<file path="src/hdl/ppdc_pkg.sv">
// ----------------------------------------------------------------------------
// ppdc_pkg
// Shared types, constants and helpers of the pixel pair compare block.
// ----------------------------------------------------------------------------
package ppdc_pkg;

    // Q16 luma weights, sum is 65536 so gray never exceeds 255
    localparam logic [15:0] PPDC_W_BYTE0 = 16'd13933;
    localparam logic [15:0] PPDC_W_BYTE1 = 16'd46871;
    localparam logic [15:0] PPDC_W_BYTE2 = 16'd4732;

    // Depth of the queue between front and back
    localparam int PPDC_QUEUE_DEPTH = 2;

    // Configuration register indexes
    localparam int           PPDC_CFG_IDX_W   = 2;
    localparam int           PPDC_CFG_DATA_W  = 32;
    localparam logic [1:0]   CFG_CHAN_TOL     = 2'd0;
    localparam logic [1:0]   CFG_PIX_TOL      = 2'd1;
    localparam logic [1:0]   CFG_GRAY_MODE    = 2'd2;

    localparam logic [31:0]  PPDC_COUNT_MAX   = 32'hFFFF_FFFF;

    // One classified item, handed from front to back
    typedef struct packed {
        logic [7:0] a_byte0;
        logic [7:0] a_byte1;
        logic [7:0] b_byte2;
        logic [7:0] gray_a;
        logic [7:0] gray_b;
        logic       differs;
        logic       line_end;   // line mark or page mark
        logic       page_end;
    } t_work;

    // Truncated Q16 gray of one pixel
    function automatic logic [7:0] gray_of(input logic [7:0] c0,
                                           input logic [7:0] c1,
                                           input logic [7:0] c2);
        logic [23:0] sum;
        sum = 24'(PPDC_W_BYTE0) * 24'(c0) + 24'(PPDC_W_BYTE1) * 24'(c1)
            + 24'(PPDC_W_BYTE2) * 24'(c2);
        return sum[23:16];
    endfunction

    // Absolute byte difference above tolerance
    function automatic logic byte_differs(input logic [7:0] x,
                                          input logic [7:0] y,
                                          input logic [7:0] tol);
        logic [7:0] d;
        d = (x > y) ? (x - y) : (y - x);
        return d > tol;
    endfunction

endpackage

</file>
<file path="src/hdl/pixel_pair_diff_compare.sv">
// ----------------------------------------------------------------------------
// pixel_pair_diff_compare
// Compares co-located pixels of two page images and blends a view pixel.
// ----------------------------------------------------------------------------
// Usage:
//   Slave stream carries one pixel pair per item: tdata holds image A
//   bytes 0..2 then image B bytes 0..2, tuser marks the last pixel of a line,
//   tlast the last pixel of the page (which also ends the line).
//   Master stream returns one result per item: blended bytes, the pixel,
//   line and page difference flags and the running differing count.
//   Configuration writes (channel tolerance, pixel tolerance, gray mode) go
//   through i_cfg_we / i_cfg_idx / i_cfg_data while no item is in flight.
// Timing:
//   A result passes through the queue, then the output register. One item
//   per clock is sustained while results are taken; the page counter and
//   line flag update in the back end once per popped item, setting that rate.
// Reset and stall:
//   Synchronous reset clears the registers, counter, flag and queue.
//   When the receiver stalls, the result holds, the two-entry queue fills
//   and s_axis_tready drops once it is full.
// ----------------------------------------------------------------------------
module pixel_pair_diff_compare import ppdc_pkg::*; #(
    parameter int QUEUE_DEPTH = PPDC_QUEUE_DEPTH
) (
    input  logic                       i_clk,
    input  logic                       i_rst_n,
    input  logic                       s_axis_tvalid,
    output logic                       s_axis_tready,
    // a_byte0, a_byte1, a_byte2, b_byte0, b_byte1, b_byte2
    input  logic [47:0]                s_axis_tdata,
    // line_last
    input  logic [0:0]                 s_axis_tuser,
    input  logic                       s_axis_tlast,
    output logic                       m_axis_tvalid,
    input  logic                       m_axis_tready,
    // out_byte0, out_byte1, out_byte2, pixel_differs, line_differs,
    // page_differs, differing_count, zero fill
    output logic [63:0]                m_axis_tdata,
    input  logic                       i_cfg_we,
    input  logic [PPDC_CFG_IDX_W-1:0]  i_cfg_idx,
    input  logic [PPDC_CFG_DATA_W-1:0] i_cfg_data
);

    logic [7:0]  r_chan_tol;
    logic [31:0] r_pix_tol;
    logic        r_gray_mode;
    t_work       front_work, head_work;
    logic        q_full, q_empty, q_pop;

    // Configuration registers, unknown indexes are dropped
    always_ff @(posedge i_clk) begin
        if (!i_rst_n) begin
            r_chan_tol  <= '0;
            r_pix_tol   <= '0;
            r_gray_mode <= 1'b0;
        end else if (i_cfg_we) begin
            unique case (i_cfg_idx)
                CFG_CHAN_TOL:  r_chan_tol  <= i_cfg_data[7:0];
                CFG_PIX_TOL:   r_pix_tol   <= i_cfg_data[31:0];
                CFG_GRAY_MODE: r_gray_mode <= i_cfg_data[0];
                default: ;
            endcase
        end
    end

    assign s_axis_tready = ~q_full;

    ppdc_front u_front (
        .i_pixels    (s_axis_tdata),
        .i_line_last (s_axis_tuser[0]),
        .i_page_last (s_axis_tlast),
        .i_chan_tol  (r_chan_tol),
        .o_work      (front_work)
    );

    ppdc_queue #(
        .DEPTH (QUEUE_DEPTH)
    ) u_queue (
        .i_clk   (i_clk),
        .i_rst_n (i_rst_n),
        .i_push  (s_axis_tvalid),
        .i_work  (front_work),
        .o_full  (q_full),
        .i_pop   (q_pop),
        .o_empty (q_empty),
        .o_head  (head_work)
    );

    ppdc_back u_back (
        .i_clk       (i_clk),
        .i_rst_n     (i_rst_n),
        .i_pix_tol   (r_pix_tol),
        .i_gray_mode (r_gray_mode),
        .i_empty     (q_empty),
        .i_head      (head_work),
        .o_pop       (q_pop),
        .o_valid     (m_axis_tvalid),
        .i_ready     (m_axis_tready),
        .o_data      (m_axis_tdata)
    );

endmodule

</file>
<file path="src/hdl/ppdc_front.sv">
// ----------------------------------------------------------------------------
// ppdc_front
// Classifies one pixel pair: channel compare against tolerance, gray of both.
// ----------------------------------------------------------------------------
module ppdc_front import ppdc_pkg::*; (
    input  logic [47:0] i_pixels,     // a0, a1, a2, b0, b1, b2 from bit 0 up
    input  logic        i_line_last,
    input  logic        i_page_last,
    input  logic [7:0]  i_chan_tol,
    output t_work       o_work
);

    logic [7:0] a0, a1, a2, b0, b1, b2;

    // Split the pixel pair
    assign a0 = i_pixels[7:0];
    assign a1 = i_pixels[15:8];
    assign a2 = i_pixels[23:16];
    assign b0 = i_pixels[31:24];
    assign b1 = i_pixels[39:32];
    assign b2 = i_pixels[47:40];

    // Classify and precompute gray
    always_comb begin
        o_work.a_byte0  = a0;
        o_work.a_byte1  = a1;
        o_work.b_byte2  = b2;
        o_work.gray_a   = gray_of(a0, a1, a2);
        o_work.gray_b   = gray_of(b0, b1, b2);
        o_work.differs  = byte_differs(a0, b0, i_chan_tol)
                        | byte_differs(a1, b1, i_chan_tol)
                        | byte_differs(a2, b2, i_chan_tol);
        o_work.line_end = i_line_last | i_page_last;
        o_work.page_end = i_page_last;
    end

endmodule

</file>
<file path="src/hdl/ppdc_queue.sv">
// ----------------------------------------------------------------------------
// ppdc_queue
// Short register queue of classified items between front and back.
// ----------------------------------------------------------------------------
module ppdc_queue import ppdc_pkg::*; #(
    parameter int DEPTH = PPDC_QUEUE_DEPTH
) (
    input  logic  i_clk,
    input  logic  i_rst_n,
    input  logic  i_push,
    input  t_work i_work,
    output logic  o_full,
    input  logic  i_pop,
    output logic  o_empty,
    output t_work o_head
);

    localparam int PTR_W = $clog2(DEPTH);
    localparam int CNT_W = $clog2(DEPTH + 1);
    localparam logic [PTR_W-1:0] LAST_PTR = PTR_W'(DEPTH - 1);
    localparam logic [CNT_W-1:0] FULL_CNT = CNT_W'(DEPTH);

    t_work            r_mem [DEPTH];
    logic [PTR_W-1:0] r_wr_ptr, n_wr_ptr;
    logic [PTR_W-1:0] r_rd_ptr, n_rd_ptr;
    logic [CNT_W-1:0] r_cnt, n_cnt;
    logic             do_push, do_pop;

    assign o_full  = (r_cnt == FULL_CNT);
    assign o_empty = (r_cnt == '0);
    assign o_head  = r_mem[r_rd_ptr];
    assign do_push = i_push & ~o_full;
    assign do_pop  = i_pop & ~o_empty;

    // Advance pointers and fill level
    always_comb begin
        n_wr_ptr = r_wr_ptr;
        n_rd_ptr = r_rd_ptr;
        n_cnt    = r_cnt;
        if (do_push) begin
            n_wr_ptr = (r_wr_ptr == LAST_PTR) ? '0 : r_wr_ptr + 1'b1;
        end
        if (do_pop) begin
            n_rd_ptr = (r_rd_ptr == LAST_PTR) ? '0 : r_rd_ptr + 1'b1;
        end
        if (do_push && !do_pop) begin
            n_cnt = r_cnt + 1'b1;
        end else if (do_pop && !do_push) begin
            n_cnt = r_cnt - 1'b1;
        end
    end

    always_ff @(posedge i_clk) begin
        if (!i_rst_n) begin
            r_wr_ptr <= '0;
            r_rd_ptr <= '0;
            r_cnt    <= '0;
        end else begin
            r_wr_ptr <= n_wr_ptr;
            r_rd_ptr <= n_rd_ptr;
            r_cnt    <= n_cnt;
        end
    end

    // Store the pushed item
    always_ff @(posedge i_clk) begin
        if (do_push) begin
            r_mem[r_wr_ptr] <= i_work;
        end
    end

endmodule

</file>
<file path="src/hdl/ppdc_back.sv">
// ----------------------------------------------------------------------------
// ppdc_back
// Counts differing pixels, tracks the line flag and builds the result item.
// ----------------------------------------------------------------------------
module ppdc_back import ppdc_pkg::*; (
    input  logic        i_clk,
    input  logic        i_rst_n,
    input  logic [31:0] i_pix_tol,
    input  logic        i_gray_mode,
    input  logic        i_empty,
    input  t_work       i_head,
    output logic        o_pop,
    output logic        o_valid,
    input  logic        i_ready,
    output logic [63:0] o_data
);

    logic [31:0] r_count, n_count;
    logic        r_line_flag, n_line_flag;
    logic        r_valid;
    logic [63:0] r_data, n_data;
    logic        load;
    logic [31:0] cnt_inc;
    logic        flag_now;
    logic        ldiff, pdiff;
    logic [8:0]  gray_sum;
    logic [7:0]  ob0, ob1, ob2;

    // Take the next item when the output register is free
    assign load  = ~r_valid | i_ready;
    assign o_pop = load & ~i_empty;

    // Update page count and line flag, then blend
    always_comb begin
        cnt_inc  = (i_head.differs && r_count != PPDC_COUNT_MAX) ?
                   r_count + 32'd1 : r_count;
        flag_now = r_line_flag | i_head.differs;
        ldiff    = i_head.line_end & flag_now;
        pdiff    = i_head.page_end & (cnt_inc > i_pix_tol);
        gray_sum = {1'b0, i_head.gray_a} + {1'b0, i_head.gray_b};
        if (i_gray_mode) begin
            ob0 = i_head.gray_b;
            ob1 = gray_sum[8:1];
            ob2 = i_head.gray_a;
        end else begin
            ob0 = i_head.a_byte0;
            ob1 = i_head.a_byte1;
            ob2 = i_head.b_byte2;
        end
        n_count     = i_head.page_end ? '0 : cnt_inc;
        n_line_flag = i_head.line_end ? 1'b0 : flag_now;
        n_data      = {5'd0, cnt_inc, pdiff, ldiff, i_head.differs, ob2, ob1, ob0};
    end

    always_ff @(posedge i_clk) begin
        if (!i_rst_n) begin
            r_count     <= '0;
            r_line_flag <= 1'b0;
            r_valid     <= 1'b0;
        end else begin
            if (o_pop) begin
                r_count     <= n_count;
                r_line_flag <= n_line_flag;
            end
            if (load) begin
                r_valid <= ~i_empty;
            end
        end
    end

    // Hold the result until taken
    always_ff @(posedge i_clk) begin
        if (o_pop) begin
            r_data <= n_data;
        end
    end

    assign o_valid = r_valid;
    assign o_data  = r_data;

endmodule

</file>
<file path="config.mk">
export PLATFORM = sky130hd
export DESIGN_NAME = pixel_pair_diff_compare
export DESIGN_NICKNAME = d
export VERILOG_FILES = /design/src/hdl/ppdc_pkg.sv /design/src/hdl/pixel_pair_diff_compare.sv /design/src/hdl/ppdc_front.sv /design/src/hdl/ppdc_queue.sv /design/src/hdl/ppdc_back.sv
export SDC_FILE = /design/constraint.sdc
export NUM_CORES = 1
export LEC_CHECK = 0
export ABC_AREA = 1
export BUFFER_PORTS_ARGS = -buffer_cell sky130_fd_sc_hd__buf_2
export CELL_PAD_IN_SITES_DETAIL_PLACEMENT = 1
export CELL_PAD_IN_SITES_GLOBAL_PLACEMENT = 1
export CORE_MARGIN = 4
export CORE_UTILIZATION = 48
export DETAILED_ROUTE_END_ITERATION = 8
export GPL_TIMING_DRIVEN = 0
export PLACE_DENSITY = 0.92
export SKIP_LAST_GASP = 1
export SLEW_MARGIN = 30
export SYNTH_ARGS = -nofsm -noshare
export SYNTH_HDL_FRONTEND = slang
export SYNTH_SLANG_ARGS = --single-unit
</file>
<file path="constraint.sdc">
create_clock -name i_clk -period 17.6 [get_ports i_clk]
set_clock_uncertainty 0.15 [all_clocks]
set_input_delay 3.52 -clock i_clk [delete_from_list [all_inputs] [get_ports i_clk]]
set_output_delay 3.52 -clock i_clk [all_outputs]
set_load 0.02 [all_outputs]
</file>
==> impl_metrics.json <==
{
  "drc_errors": 0,
  "synth_area_leaders": "fa_1, ha_1, edfxtp_1, inv_1, nand2_1",
  "port_buffers": 148,
  "place_congestion": 0.947,
  "ys_seq_elements": 225,
  "worstMarginPinSlew_ns": 0.738,
  "hold_class": "register to register",
  "maxSlewHeadroom_pct": 50.8,
  "grt_pass1_vias": 27000,
  "syn_inst": 3108,
  "cts-buffers-inserted": 22,
  "period_share_pct": 62.0,
  "ioPinCount": 155,
  "die_h_um": 243,
  "yosysTopAreaCell": "fa_1",
  "synth_edf_count": 145,
  "hold_violations": 0,
  "postSynthAreaPerCell_sq_um": 8.50,
  "post_cts_buffers": 0,
  "drt_iter0_markers": 1919,
  "clk_pin_slew_ns": 0.07,
  "cts_sinks": 225,
  "status": "complete, no violations",
  "insertion_delay_ns": 0.54,
  "drv_slew": 0,
  "end_kind": "register",
  "cts_tree": "built",
  "cp_data_arrival_time_ns": 11.04,
  "drive_gt1_share_pct": 7.02,
  "synth_common_cells": "inv_1, nand2_1, ha_1, fa_1, a21oi_1",
  "yosysTopAreaCellShare_pct": 21.4,
  "dr.pass1.iters": 7,
  "grt_max_degree": 25,
  "ys_seq_area_share_pct": 22.5,
  "path_class": "input pin to register",
  "num-fill-cells": 6519,
  "required_ns": 17.73,
  "final.setup.tns_ns": 0,
  "post-place-ws_ns": 6.24,
  "min_period_ns": 10.91,
  "wl_per_cell_um": 24.9,
  "instances_no_fill": 4005,
  "cts_resized": 0,
  "ctsHoldBuffers": 0,
  "cap_violations": 0,
  "vias": 23700,
  "rows": 85,
  "rsz0062_at_grt": "false",
  "setup_slack_ns": 6.69,
  "place_hpwl_um": 81000,
  "place_inst": 3963,
  "die-width_um": 243,
  "finalSetupViolCount": 0,
  "design_area_sq_um": 29000,
  "async_flop_share_pct": 0,
  "synthFlopType": "edfxtp_1",
  "place_area_sq_um": 28200,
  "cts.path.max_buffers": 3,
  "grtUsageTotal_pct": 33.5,
  "fmax_ghz": 0.0917,
  "cts_root_buffer": "clkbuf_16",
  "ant_nets": 0,
  "worstPathMaxFanout": 6,
  "worstSetupStartpointType": "input pin",
  "yosysMostFrequentCell": "inv_1",
  "synth_cell_types": 47,
  "grt_remaining_overflow": 0,
  "htreeDepth": 1,
  "antenna_found_initial": 4,
  "grt_pass1_wl_um": 153000,
  "core-area_sq_um": 54100,
  "layout-area-overhead-vs-synth_pct": 9.61,
  "routed_wirelength_um": 99700,
  "dieArea_sq_um": 58900,
  "start_util_pct": 48.8,
  "synth_warnings": 0,
  "final_nets": 4051,
  "syn_area_sq_um": 26400,
  "via_per_inst": 5.93
}
## worst paths after layout
| kind | start | end | slack [ns] | cells past startpoint |
|---|---|---|---|---|
| max reg2reg | u_back.r_count[0]$_SDFFE_PN0P_ | u_back.o_data[26]$_DFFE_PP_ | 13.29 | 17 |
| min | r_pix_tol[10]$_SDFFE_PN0P_ | r_pix_tol[10]$_SDFFE_PN0P_ | 0.33 | 2 |
| max | s_axis_tdata[21] | u_queue.r_mem[1][17]$_DFFE_PP_ | 6.69 | 26 |
| min reg2reg | r_pix_tol[10]$_SDFFE_PN0P_ | r_pix_tol[10]$_SDFFE_PN0P_ | 0.33 | 2 |
## cell usage in the layout (no fill, tap or decap), drive strengths merged, types with 2 or more instances in the layout
cell type,count
buf,176
dfxtp,80
o21ai,120
edfxtp,145
a22oi,15
diode,2
xor2,59
o21bai,11
fa,282
o211ai,9
a21o,12
inv,699
a31oi,4
nor3,33
o22ai,2
mux2i,12
nand3b,2
bufinv,2
ha,389
a21oi,233
and2,26
nand2,558
nor2,170
or2,9
a21boi,5
o21a,5
xnor2,19
nand3,121
conb,5
clkbuf,71
nand4,29
## area by class of cell
cell class | count | area [sq um] | area share (%)
repair buffers | 155 | 896 | 3.09
inverters | 699 | 2620 | 9.06
flip-flops and latches | 225 | 5960 | 20.6
plain buffers | 55 | 269 | 0.929
clock buffers | 37 | 659 | 2.28
diodes | 2 | 5.00 | 0.0173
multi-input cells | 2133 | 17600 | 60.8
well taps | 696 | 871 | 3.01
clock inverters | 3 | 68.8 | 0.238
## stage by stage
stage / utilization, % / hold WS (ns)
after detailed placement: 52.1 / 0.303
after global placement: 51.8 / 0.286
final: 53.5 / 0.330
after global routing: 53.5 / 0.349
after floorplan: - / 0.276
after CTS: 53.5 / 0.329
## flip-flops by register name, summed over array words and instances (netlist names), named ones only
| register | flops |
|---|---|
| r_chan_tol | 8 |
| r_gray_mode | 1 |
| r_pix_tol | 32 |
| u_back.o_data | 59 |
| u_back.o_valid | 1 |
| u_back.r_count | 32 |
| u_back.r_line_flag | 1 |
| u_queue.r_cnt | 2 |
| u_queue.r_mem | 86 |
| u_queue.r_rd_ptr | 1 |
| u_queue.r_wr_ptr | 1 |
## critical path, stage by stage
cell and delay [ns]:
buf_2 0.18, inv_1 0.16, fa_1 0.66, inv_1 0.08, fa_1 0.48, fa_1 0.53, fa_1 0.49, ha_1 0.40
a21oi_1 0.17, o21ai_0 0.10, a21oi_1 0.25, xnor2_1 0.13, fa_1 0.49, inv_1 0.06, fa_1 0.52, fa_1 0.45
fa_1 0.62, inv_1 0.07, ha_1 0.39, a21oi_1 0.22, a21boi_0 0.39, o21ai_0 0.24, nand3_1 0.16, nand3_1 0.10
nand2_1 0.09, nand2_1 0.08
## kinds of logic (layout without fill, tap and decap cells)
kind of cell | after synthesis | count (layout) | share of synthesized area, %
buffers and inverters | 754 | 949 | 11.0
XOR/XNOR | 78 | 78 | 2.59
flip-flops | 225 | 225 | 22.5
other | 1 | 7 | 0.0142
adder cells (fa/ha/maj) | 671 | 671 | 39.8
multiplexers | 12 | 12 | 0.455
AND/OR/NAND/NOR | 949 | 949 | 15.1
AO/OA/AOI/OAI | 418 | 418 | 8.54
## routing by layer
metal / up-vias / global-route usage, % / share of wire, %
met4: 0 / 22.2 / 8.0
met1: 11700 / 37.5 / 35
met5: - / 0 / 0
li1: 10200 / - / -
met2: 1348 / 58.3 / 48
met3: 517 / 6.25 / 8.3
Power is not shown: default switching activity piles up to over one toggle a cycle in this logic, so the estimate is an artifact.
